--- src/rtl/ffca_pkg.sv ---
// Package for the first-fit channel allocator.
// Input/result word structs and the control word carried along the cell chain.
// No dependencies.
package ffca_pkg;

  localparam int ARRIVAL_W = 1;
  localparam int IN_HOLD_W = 16;
  localparam int CFG_W     = 7;
  localparam int GRANT_W   = 6;
  localparam int BUSY_W    = 7;
  localparam int TOTAL_W   = 32;

  typedef struct packed {
    logic                 arrival;
    logic [IN_HOLD_W-1:0] hold_ticks;
  } in_word_t;

  typedef struct packed {
    logic               accepted;
    logic               dropped;
    logic [GRANT_W-1:0] granted_channel;
    logic [BUSY_W-1:0]  busy_count;
    logic [TOTAL_W-1:0] drop_total;
    logic [TOTAL_W-1:0] connect_total;
    logic [TOTAL_W-1:0] arrival_total;
  } out_word_t;

  // Control carried by the tick wave as it walks the chain.
  typedef struct packed {
    logic valid;
    logic arrival;
    logic found;
  } wave_t;

  function automatic logic [TOTAL_W-1:0] sat_inc(input logic [TOTAL_W-1:0] v);
    sat_inc = (v == {TOTAL_W{1'b1}}) ? v : v + TOTAL_W'(1);
  endfunction

endpackage

--- src/rtl/ffca_cell.sv ---
// One channel cell: busy flag and remaining hold count.
// Processes the tick wave when it passes, then hands it to the next cell.
// Depends on ffca_pkg.
module ffca_cell import ffca_pkg::*; #(
  parameter int IDX        = 0,
  parameter int HOLD_WIDTH = 16,
  parameter int CH_W       = 6,
  parameter int CNT_W      = 7
) (
  input  logic                  clk,
  input  logic                  rst_n,
  input  logic [CFG_W-1:0]      active_i,
  input  logic [HOLD_WIDTH-1:0] hold_i,
  input  wave_t                 wave_i,
  input  logic [CH_W-1:0]       gnt_i,
  input  logic [CNT_W-1:0]      cnt_i,
  output wave_t                 wave_o,
  output logic [CH_W-1:0]       gnt_o,
  output logic [CNT_W-1:0]      cnt_o
);

  logic                  busy_r;
  logic [HOLD_WIDTH-1:0] rem_r;
  logic [HOLD_WIDTH-1:0] rem_dec;
  logic [HOLD_WIDTH-1:0] rem_nxt;
  logic                  cell_active;
  logic                  grab;
  logic                  busy_pre;
  logic                  busy_nxt;
  wave_t                 wave_r;
  logic [CH_W-1:0]       gnt_r;
  logic [CNT_W-1:0]      cnt_r;

  assign cell_active = (32'(active_i) > 32'(IDX));
  assign rem_dec     = (busy_r && rem_r != '0) ? rem_r - HOLD_WIDTH'(1) : rem_r;
  assign grab        = wave_i.arrival && !wave_i.found && !busy_r && cell_active;
  assign busy_pre    = busy_r | grab;
  assign rem_nxt     = grab ? hold_i : rem_dec;
  // expired channels drop out, including one granted this tick with zero hold
  assign busy_nxt    = busy_pre && (rem_nxt != '0);

  always_ff @(posedge clk) begin
    if (!rst_n) begin
      busy_r       <= 1'b0;
      wave_r.valid <= 1'b0;
    end else begin
      wave_r.valid <= wave_i.valid;
      if (wave_i.valid) begin
        busy_r <= busy_nxt;
      end
    end
    if (wave_i.valid) begin
      rem_r <= rem_nxt;
    end
    wave_r.arrival <= wave_i.arrival;
    wave_r.found   <= wave_i.found | grab;
    gnt_r          <= grab ? CH_W'(IDX) : gnt_i;
    cnt_r          <= cnt_i + CNT_W'(busy_nxt);
  end

  assign wave_o = wave_r;
  assign gnt_o  = gnt_r;
  assign cnt_o  = cnt_r;

endmodule

--- config.mk ---
export PLATFORM = sky130hd
export DESIGN_NAME = ffca_cell
export DESIGN_NICKNAME = d
export VERILOG_FILES = /design/src/rtl/ffca_pkg.sv /design/src/rtl/ffca_cell.sv
export SDC_FILE = /design/constraint.sdc
export NUM_CORES = 1
export LEC_CHECK = 0
export BUFFER_PORTS_ARGS = -buffer_cell sky130_fd_sc_hd__buf_2
export CORE_ASPECT_RATIO = 0.6
export CORE_MARGIN = 2
export CORE_UTILIZATION = 50
export CTS_BUF_LIST = sky130_fd_sc_hd__clkbuf_4
export CTS_CLUSTER_DIAMETER = 30
export DETAILED_ROUTE_END_ITERATION = 16
export GPL_ROUTABILITY_DRIVEN = 0
export PLACE_DENSITY = 0.79
export SKIP_LAST_GASP = 1
export SYNTH_ARGS = -nofsm -noshare
export SYNTH_HDL_FRONTEND = slang
export SYNTH_SLANG_ARGS = --single-unit
export TNS_END_PERCENT = 5
--- constraint.sdc ---
create_clock -name clk -period 5.35 [get_ports clk]
set_clock_uncertainty 0.2 [all_clocks]
set_input_delay 1.605 -clock clk [delete_from_list [all_inputs] [get_ports clk]]
set_output_delay 1.605 -clock clk [all_outputs]
set_load 0.01 [all_outputs]
; ---- After elaboration in Yosys (flattened, before gate mapping)
; Cells that the tools add are included.
; W data, S select, Z words.
[totals]
output_inout_bits = 16
ff_bits = 33
wordCells = 23
[op_classes]
reduce_logical = 9
mux = 2
n_bitwise = 2
order_cmp = 1
addsub = 2
[op_table]
columns = cell, n
row1 = $mux W16, 2
row2 = $reduce_bool A16 Y1, 2
row3 = $sub A16 B1 Y16 const B, 1
row4 = $add A7 B1 Y7, 1
row5 = $gt A7 B1 Y1 const B, 1
row6 = $logic_and A1 B1 Y1, 5
row7 = $logic_not A1 Y1, 2
row8 = $or A1 B1 Y1, 2

; ---- Logic depth before layout (Yosys ltp)
; Gate-level depths: netlist (run 1).
[depth]
word_depth = 8
mapped_depth = 13
mapped_depth_nobuf = 13

; ---- Worst setup path after synthesis (run 1)
; Ideal clock, no wire load.
[synth_path]
path_kind = input to register
start = in active_i[2]
end = reg cnt_r[6] (netlist: cnt_o[6])
path_buffers = 1
setup_ps = 72
stages = 11
arrival_ps = 4197
t_required_ps = 5078
path_slack_ps = 881
cell_sequence = or4_1 o41ai_2 buf_2 a31oi_1 or4_1 nor3_2 a31oi_1 ha_1 ha_1 nand3_1 xnor2_1
[synth_via]
elab_chain_len = 6
elab_cells_between_ends = 7
classes_between = add/sub (1) / order compare (1) / mux (1) / bitwise (1) / reduce/logical (3)
[synth_lines]
columns = element, line
row1 = "start, declared", ffca_cell.sv:12  ; input logic [CFG_W-1:0] active_i,
row2 = $gt A7 B1 Y1, ffca_cell.sv:34  ; assign cell_active = (32'(active_i) > 32'(IDX));
row3 = $logic_and A1 B1 Y1, ffca_cell.sv:36  ; assign grab = wave_i.arrival && !wave_i.found && !busy_r && cell_active;
row4 = $mux W16, ffca_cell.sv:38  ; assign rem_nxt = grab ? hold_i : rem_dec;
row5 = named net rem_nxt[11], ffca_cell.sv:25  ; logic [HOLD_WIDTH-1:0] rem_nxt;
row6 = $reduce_bool A16 Y1, ffca_cell.sv:40  ; assign busy_nxt = busy_pre && (rem_nxt != '0);
row7 = $logic_and A1 B1 Y1, ffca_cell.sv:40
row8 = named net busy_nxt, ffca_cell.sv:29  ; logic busy_nxt;
row9 = $add A7 B1 Y7, ffca_cell.sv:58  ; cnt_r <= cnt_i + CNT_W'(busy_nxt);
row10 = "end signal, assigned", ffca_cell.sv:58
row11 = "end, declared", ffca_cell.sv:32  ; logic [CNT_W-1:0] cnt_r;
; The timed path passes the listed nets, and every way through them passes these cells.
; A chain may end at the register's enable or synchronous reset.

; ---- Worst setup path in the final report (run 1)
; Same ends and word-level chain as after synthesis.

==> flow_summary_export.csv, run 1 <==
group,metric,value,unit
power,switchingPower,0.148,mW
synthesis,synth.yosys.seq_area_share,47.6,%
global_routing,first_global_vias,1429,
finish,multiInputGateArea,880,um^2
critical_path,crit_arrival,4.63,ns
floorplanning,io_pins,57,
sta,tns,0,ns
clocking,cts_tree,"done",
floorplanning,die_w,79.8,um
global_routing,grt-ovfl-total,0,
min_path,hold_class,"reg2reg",
sta,max_freq,0.219,GHz
critical_path,crit_type,"in2reg",
clocking,clock_sinks,33,
synthesis,yosysTopAreaCell,"edfxtp_1",
floorplanning,die_h,49.5,um
synthesis,synth_fa_ha_area_share,2.18,%
critical_path,crit_path_start_kind,"input port",
flow_run,maxCapViolCount,0,
critical_path,r2r_slack,1.66,ns
sta,relSlewSlack,62.3,%
synthesis,yosysMostFrequentCell,"nor2_1",
critical_path,critPathRequiredTime,5.41,ns
drt,wl_per_cell,14.4,um
clocking,clk_latency,0.34,ns
finish,area_growth,24.8,%
power,p_clk_share,31.9,%
clocking,cts.root.buffer_cell,"clkbuf_4",
floorplanning,initial_core_util,52.5,%
synthesis,netlist_area,0.00172,mm^2
finish,diodes,0,
synthesis,yosysWarnings,0,
drt,first_pass_iters,4,
synthesis,synth_edf_count,16,
power,p_leak,0.835,nW
power,netSwitchingFraction,25.5,%
floorplanning,fp.coreArea,0.00328,mm^2
power,combPwrFrac,15.8,%
synthesis,ys_ff_latch,33,
synthesis,synth_nets,221,
drt,drc,0,
synthesis,synth_cell_type_count,46,
sta,timing.final.ws_setup,0.783,ns
critical_path,cp_max_fo,12,
global_routing,antenna_found_initial,0,
clocking,path_clk_slew,0.10,ns
drt,drt_wl_total,4080,um
global_routing,grt_max_degree,19,
power,ir_drop,166,uV
drt,vias,1566,
synthesis,yosys.area_share.xor_xnor,5.08,%
clocking,cts_max_level,2,
power,powerDensity,271,mW/mm^2
place,io_buffers,56,
sta,finalCritPeriodShare,85.4,%
clocking,cts_resized,0,
floorplanning,die-area,0.00395,mm^2
synthesis,synth_ff_type,"dfxtp_1",
clocking,postCtsSetupBuffers,0,
finish,fillerInstances,290,
critical_path,critPathCaptureType,"register",
global_routing,grt_pass1_wl,6750,um
synthesis,async_reset_ff_share,0,%
sta,holdWs,0.505,ns
synthesis,synth_area_leaders,"edfxtp_1 (28%), dfxtp_1 (20%), nor2_1 (4.8%)",
drt,drt_iter0_markers,243,
synthesis,postSynthCellCount,177,
sta,layout_min_cycle_time,4.57,ns
finish,fin_cells,284,
place,hpwl,3210,um
synthesis,muxShareOfSynthArea,0.654,%
place,post-place-cells,276,
finish,regArea,821,um^2
clocking,numCtsBuffers,5,
clocking,cts_buffer_depth,2,
place,dp_slack,0.470,ns
finish,layout-drive-gt1-share,33.1,%
synthesis,synth_top_family_by_area,"simple AND/OR/NAND/NOR gates",
finish,layout.nets,282,
clocking,cts-hold-fix-buffers,0,
sta,setup_violations,0,
synthesis,synth-compound-area-share,13.9,%
synthesis,synth.avg_cell_area,9.73,um^2
drt,viasPerCell,5.51,
sta,drv_slew,0,
drt,ant_nets,0,
global_routing,grtUsageTotal,22.7,%
power,cellInternalPower,0.433,mW
synthesis,synthSimpleGateAreaFrac,28.6,%
power,pwr-share-seq,52.3,%
outcome,status,"finished, final reports clean",
synthesis,synth_top_area_share,27.9,%
sta,finalHoldViolations,0,
floorplanning,core.rowCount,16,
sta,rsz0062_at_grt,"false",
synthesis,ys_top_cells_by_count,"nor2_1 (22), dfxtp_1 (17), edfxtp_1 (16)",
sta,worstMarginPinSlew,0.560,ns
## routing by layer
layer  vias to the layer above  global-route usage [%]  part of all wire [%]
met2                        60                    28.6                    40
li1                        800                       -                     -
met4                         0                    6.78                  0.71
met3                         4                    7.33                   8.6
met1                       702                    36.2                    51
met5                         -                       0                     0
## sequential cells by signal, indices dropped and copies added (netlist names)
name / cells
rem_r: 16
gnt_o: 6
cnt_o: 7
busy_r: 1
wave_o: 3
## path summary, 6_finish.rpt
check,start,end,depth (start not counted)
min reg2reg,busy_r$_SDFFE_PN0P_,busy_r$_SDFFE_PN0P_,2
max reg2reg,rem_r[2]$_DFFE_PP_,cnt_o[6]$_DFF_P_,11
min,busy_r$_SDFFE_PN0P_,busy_r$_SDFFE_PN0P_,2
max,active_i[2],cnt_o[6]$_DFF_P_,12
## critical path, stage by stage
cell and delay, ns:
buf_2 0.09, or4_1 0.59, o41a_1 0.53, a21oi_2 0.20, a21oi_2 0.08, or4_1 0.58
nor3_2 0.17, a31oi_1 0.11, ha_1 0.23, ha_1 0.22, nand3_1 0.11, xnor2_1 0.11
## placed cells by master (no fill, tap or decap), types with 2 or more instances in the layout
cell and instances:
nand2b_1 2, or3_1 2, edfxtp_1 16, and2_1 7
a21oi_2 2, a21oi_1 7, a31oi_1 7, xnor2_1 9
nor3_1 11, nor2_1 22, buf_2 56, nand3_1 6
o21a_1 2, inv_1 3, or4_1 7, or4_4 2
buf_4 3, nand2_1 8, ha_1 3, nor4_1 6
or3_2 2, o21ai_0 8, dfxtp_1 17, clkbuf_4 6
nor3b_1 2
## per-stage QoR
stage	power (mW)	utilization [%]	instance area (um^2)
global route	0.613	65.5	2150
detailed placement	0.401	63.1	2070
floorplan	0.356	-	1720
finish	0.581	65.5	2150
global placement	0.398	63.1	2070
CTS	0.586	65.5	2150
## layout make-up
class,count,area share (%)
inverters,3,0.524
clock inverters,2,1.57
multi-input cells,136,40.9
flip-flops and latches,33,38.2
well taps,45,2.62
clock buffers,6,2.10
repair buffers,59,14.1
## cell families (layout without fill, tap and decap cells)
family | after synthesis | count (layout)
xor gates and xnor gates | 10 | 10
adders and majority gates | 3 | 3
buffers and inverters | 8 | 70
and+or+nand+nor | 87 | 87
muxes | 1 | 1
DFF | 33 | 33
AOI/OAI and AO/OA | 35 | 35
## power by group through the flow
stage / Sequential, mW / Combinational (mW) / Clock (mW)
after floorplan: 0.311 / 0.0450 / 0
after global placement: 0.309 / 0.0891 / 0
after detailed placement: 0.309 / 0.0916 / 0
after CTS: 0.304 / 0.0915 / 0.191
after global routing: 0.307 / 0.102 / 0.204
final: 0.304 / 0.0919 / 0.185
Note: power is estimated with default switching activity, not from simulation.
==> run 2, diff against run 1 <==
- RECOVER_POWER: default -> 50
- SETUP_SLACK_MARGIN: default -> 0.3
==> run 2 against run 1 <==
Wire length shrank 0.22%. Non-clock buffer count did not move. Clock power is essentially flat. Combinational power shrank 2.5%. Sequential power about the same. Critical path type unchanged. Critical endpoint unchanged. Highest routed layer unchanged.
==> flow_summary_export.csv, run 2 (synthesized netlist as in run 1, its figures left out) <==
group,metric,value,unit
sta,finalHoldViolations,0,
floorplanning,die-area,0.00395,mm^2
sta,relSlewSlack,32.7,%
critical_path,crit_arrival,4.64,ns
power,pwr-share-seq,52.6,%
global_routing,grt-ovfl-total,0,
drt,wl_per_cell,14.3,um
critical_path,worstSetupPathDepth,12,
clocking,cts_resized,0,
clocking,clk_latency,0.33,ns
power,switchingPower,0.148,mW
critical_path,critPathBufInv,1,
place,io_buffers,56,
sta,rsz0062_at_grt,"false",
drt,ant_nets,0,
floorplanning,io_pins,57,
critical_path,crit_slowest_cell,"or4_1",
critical_path,r2r_slack,1.67,ns
clocking,cts_tree,"done",
global_routing,grtUsageTotal,22.7,%
floorplanning,fp.coreArea,0.00328,mm^2
power,cellInternalPower,0.431,mW
finish,final_common_cell,"buf_2",
clocking,cts_max_level,2,
drt,vias,1577,
finish,largest-register,"rem_r",
sta,setup_violations,0,
finish,layout-drive-gt1-share,26.8,%
finish,diodes,0,
power,p_clk_share,31.9,%
power,p_leak,0.792,nW
critical_path,crit_path_start_kind,"input port",
critical_path,critPathRequiredTime,5.41,ns
finish,fillerInstances,296,
floorplanning,die_h,49.5,um
clocking,path_clk_slew,0.10,ns
sta,timing.final.ws_setup,0.777,ns
min_path,hold_class,"reg2reg",
power,powerDensity,272,mW/mm^2
critical_path,worst_r2r_endpoint,"cnt_o[6]$_DFF_P_",
clocking,postCtsSetupBuffers,0,
global_routing,grt_max_degree,19,
drt,viasPerCell,5.55,
critical_path,r2r_cells,11,
sta,holdWs,0.498,ns
critical_path,path_delay_family,"simple AND/OR/NAND/NOR gates",
finish,area_growth,23.7,%
clocking,cts-hold-fix-buffers,0,
global_routing,antenna_found_initial,0,
critical_path,critPathCaptureType,"register",
critical_path,r2r-start,"rem_r[2]$_DFFE_PP_",
power,combPwrFrac,15.5,%
critical_path,critPathCapture,"cnt_o[6]$_DFF_P_",
power,ir_drop,167,uV
global_routing,grt_pass1_wl,6750,um
finish,layout_common_cells,"buf_2 (41), nor2_1 (22), dfxtp_1 (17), edfxtp_1 (16), clkbuf_1 (15)",
clocking,cts_buffer_depth,2,
flow_run,maxCapViolCount,0,
sta,finalCritPeriodShare,85.5,%
finish,layout.nets,282,
finish,largest_reg_flops,16,
global_routing,first_global_vias,1429,
place,dp_slack,0.470,ns
critical_path,crit_type,"in2reg",
drt,drc,0,
clocking,numCtsBuffers,5,
sta,drv_slew,0,
critical_path,cp_max_fo,12,
clocking,clock_sinks,33,
critical_path,cp_slowest_stage_delay,0.59,ns
sta,tns,0,ns
sta,max_freq,0.219,GHz
floorplanning,die_w,79.8,um
sta,layout_min_cycle_time,4.57,ns
drt,drt_iter0_markers,167,
clocking,cts.root.buffer_cell,"clkbuf_4",
drt,drt_wl_total,4070,um
drt,first_pass_iters,4,
critical_path,cp_cell_sequence,"buf_2, or4_1, o41a_1, a21oi_2, a21oi_2, or4_1, nor3_2, a31oi_1, ha_1, ha_1, nand3_1, xnor2_1",
sta,worstMarginPinSlew,1.01,ns
outcome,status,"finished, final reports clean",
place,hpwl,3210,um
critical_path,crit_path_start,"active_i[2]",
power,netSwitchingFraction,25.6,%
finish,regArea,821,um^2
floorplanning,core.rowCount,16,
finish,multiInputGateArea,880,um^2
floorplanning,initial_core_util,52.5,%
run 2: cell types whose count changed in the layout (fill, tap and decap cells not counted):
cell      change
buf_2        -15
clkbuf_1     +15
run 2: layer usage:
layer  up-vias  global-route usage (%)  wire length [um]
li1        801                       -                 -
met1       706                    36.2              2040
met2        66                    28.6              1620
met3         4                    7.33               381
met4         0                    6.78                29
met5         -                       0                 0
run 2: power by group through the flow:
stage | sequential, mW | clock, mW | combinational (mW)
3_5_place_dp | 0.309 | 0 | 0.0916
3_3_place_gp | 0.309 | 0 | 0.0891
2_1_floorplan | 0.311 | 0 | 0.0450
4_1_cts | 0.304 | 0.191 | 0.0915
6_report | 0.305 | 0.185 | 0.0896
5_1_grt | 0.307 | 0.204 | 0.100
run 2: layout make-up:
class | instances | share of cell area [%]
Multi-Input combinational cell | 136 | 41.3
Clock inverter | 2 | 1.59
Timing Repair Buffer | 59 | 13.3
Sequential cell | 33 | 38.5
Clock buffer | 6 | 2.11
Tap cell | 45 | 2.64
Inverter | 3 | 0.528
run 2: tightest hold or removal path, cell delays in order (launching register included):
cell	delay (ns)
dfxtp_1	0.40
o21ai_0	0.21
a31oi_1	0.04
run 2: worst min path at each step:
stage | from | end | slack, ns | depth (start not counted)
2_1_floorplan | busy_r$_SDFFE_PN0P_ | busy_r$_SDFFE_PN0P_ | 0.36 | 2
3_3_place_gp | rem_r[14]$_DFFE_PP_ | rem_r[14]$_DFFE_PP_ | 0.47 | 2
3_5_place_dp | rem_r[14]$_DFFE_PP_ | rem_r[14]$_DFFE_PP_ | 0.46 | 2
4_1_cts | busy_r$_SDFFE_PN0P_ | busy_r$_SDFFE_PN0P_ | 0.49 | 2
5_1_grt | busy_r$_SDFFE_PN0P_ | busy_r$_SDFFE_PN0P_ | 0.52 | 2
6_report | busy_r$_SDFFE_PN0P_ | busy_r$_SDFFE_PN0P_ | 0.50 | 2
run 2: per-stage QoR:
stage,power [mW],util [%],cell area (um^2),cells
5_1_grt,0.611,64.9,2130,284
4_1_cts,0.586,65.5,2150,284
3_5_place_dp,0.401,63.1,2070,276
6_report,0.579,64.9,2130,284
3_3_place_gp,0.398,63.1,2070,276
2_1_floorplan,0.356,-,1720,177
==> run 3, diff against run 2 <==
- CELL_PAD_IN_SITES_DETAIL_PLACEMENT: default -> 1
- CELL_PAD_IN_SITES_GLOBAL_PLACEMENT: default -> 1
- CORE_UTILIZATION: 50 -> 39
- MAX_ROUTING_LAYER: default -> met4
- PLACE_DENSITY: 0.79 -> default
- PLACE_DENSITY_LB_ADDON: default -> 0.1
==> run 3 against run 2 <==
Power shrank 7.7%. First-iteration DRC count down 34%. Fmax up 0.55%. Critical endpoint unchanged.
==> flow_summary_export.csv, run 3 (synthesized netlist as in run 1, its figures left out) <==
group,metric,value,unit
outcome,status,"finished, final reports clean",
critical_path,r2r_slack,1.49,ns
critical_path,crit_arrival,4.62,ns
global_routing,grt_pass1_wl,8380,um
finish,area_growth,23.1,%
sta,drv_slew,0,
drt,drt_iter0_markers,110,
floorplanning,die-area,0.00498,mm^2
min_path,whs_path_depth,2,
power,ir_drop,132,uV
critical_path,cp_max_fo,12,
sta,tns,0,ns
critical_path,path_delay_family,"simple AND/OR/NAND/NOR gates",
global_routing,grtUsageTotal,22.1,%
power,p_leak,0.780,nW
drt,first_pass_iters,4,
sta,setup_violations,0,
place,io_buffers,56,
power,switchingPower,0.158,mW
drt,drt_wl_total,5300,um
critical_path,worstSetupPathDepth,12,
clocking,cts_tree,"done",
global_routing,grt-ovfl-total,0,
global_routing,first_global_vias,1685,
drt,viasPerCell,5.50,
clocking,path_clk_slew,0.10,ns
critical_path,cp_cell_sequence,"buf_2, or4_1, o41a_1, a21oi_2, a21oi_2, or4_1, nor3_2, a31oi_1, ha_1, ha_1, nand3_1, xnor2_1",
power,cellInternalPower,0.377,mW
clocking,cts_resized,0,
power,pwr-share-seq,57.3,%
clocking,cts_buffer_depth,2,
critical_path,cp_slowest_stage_delay,0.58,ns
finish,largest-register,"rem_r",
floorplanning,die_h,55.5,um
critical_path,r2r-start,"rem_r[7]$_DFFE_PP_",
power,netSwitchingFraction,29.6,%
floorplanning,io_pins,57,
sta,max_freq,0.220,GHz
floorplanning,core.rowCount,18,
floorplanning,initial_core_util,41.4,%
critical_path,worst_r2r_endpoint,"cnt_o[6]$_DFF_P_",
power,p_clk_share,25.3,%
critical_path,critPathCaptureType,"register",
drt,ant_nets,0,
critical_path,crit_type,"in2reg",
critical_path,r2r_cells,11,
min_path,hold_class,"reg2reg",
sta,relSlewSlack,31.7,%
place,placed_cell_area,0.00209,mm^2
clocking,clock_sinks,33,
min_path,min_to,"rem_r[14]$_DFFE_PP_",
finish,largest_reg_flops,16,
flow_run,maxCapViolCount,0,
sta,finalCritPeriodShare,85.0,%
drt,drc,0,
power,powerDensity,252,mW/mm^2
critical_path,critPathRequiredTime,5.42,ns
sta,rsz0062_at_grt,"false",
finish,final_common_cell,"buf_2",
sta,holdWs,0.532,ns
clocking,clk_latency,0.34,ns
clocking,cts_max_level,2,
floorplanning,die_w,89.8,um
clocking,cts.root.buffer_cell,"clkbuf_4",
min_path,min_from,"rem_r[14]$_DFFE_PP_",
finish,diodes,0,
critical_path,crit_slowest_cell,"or4_1",
sta,worstMarginPinSlew,1.03,ns
clocking,cts-hold-fix-buffers,0,
global_routing,antenna_found_initial,0,
finish,layout_common_cells,"buf_2 (41), nor2_1 (22), dfxtp_1 (17), edfxtp_1 (16), clkbuf_1 (15)",
clocking,postCtsSetupBuffers,0,
place,hpwl,4230,um
clocking,numCtsBuffers,5,
drt,wl_per_cell,17.7,um
finish,multiInputGateArea,880,um^2
sta,layout_min_cycle_time,4.55,ns
finish,regArea,821,um^2
drt,vias,1645,
critical_path,crit_path_start_kind,"input port",
finish,finish.instance_area,0.00212,mm^2
sta,finalHoldViolations,0,
finish,layout-drive-gt1-share,26.8,%
global_routing,grt_max_degree,19,
critical_path,critPathBufInv,1,
finish,layout.nets,282,
floorplanning,fp.coreArea,0.00417,mm^2
finish,fillerInstances,513,
power,combPwrFrac,17.4,%
[run 3: cell types whose count changed in the layout (fill, tap and decap cells not counted), sizes merged]
cell    before  now
bufinv       1    0
clkbuf      21   20
clkinv       1    2
inv          3    4
[run 3: stage by stage]
stage | total power, mW | instances | setup WS (ns) | utilization, %
after floorplan | 0.356 | 177 | 0.881 | -
after global placement | 0.401 | 291 | 0.577 | 50.2
after detailed placement | 0.407 | 291 | 0.430 | 50.2
after CTS | 0.542 | 299 | 0.787 | 51.4
after global routing | 0.563 | 299 | 0.646 | 50.9
final | 0.535 | 299 | 0.802 | 50.9
[run 3: area by class of cell]
type,count,share of cell area [%]
clock buffer,5,1.77
clock inverter,3,0.590
inverter,3,0.531
multi-input combinational,136,41.5
sequential,33,38.7
tap,60,3.54
timing repair buffer,59,13.4
[run 3: worst max-delay path by stage]
stage / start / to / slack [ns]
2_1_floorplan: active_i[2] / cnt_o[6]$_DFF_P_ / 0.88
3_3_place_gp: active_i[2] / cnt_o[6]$_DFF_P_ / 0.58
3_5_place_dp: active_i[2] / cnt_o[6]$_DFF_P_ / 0.43
4_1_cts: active_i[2] / cnt_o[6]$_DFF_P_ / 0.79
5_1_grt: active_i[2] / cnt_o[6]$_DFF_P_ / 0.65
6_report: active_i[2] / cnt_o[6]$_DFF_P_ / 0.80
[run 3: worst min-delay path: stages, from the launching register on]
cell      delay [ns]
edfxtp_1        0.41
a211oi_1        0.11
nor2_1          0.10
[run 3: layer usage]
layer	vias to the layer above	share of wire, %	global-route usage (%)
li1	791	-	-
met1	792	46	29.8
met2	54	46	33.9
met3	8	6.3	4.77
met4	0	1.1	6.59
met5	-	0	-
[run 3: power groups by stage]
stage | combinational, mW | clock, mW | sequential (mW)
2_1_floorplan | 0.0450 | 0 | 0.311
3_3_place_gp | 0.0915 | 0 | 0.309
3_5_place_dp | 0.0954 | 0 | 0.311
4_1_cts | 0.0961 | 0.140 | 0.306
5_1_grt | 0.103 | 0.151 | 0.309
6_report | 0.0932 | 0.135 | 0.306
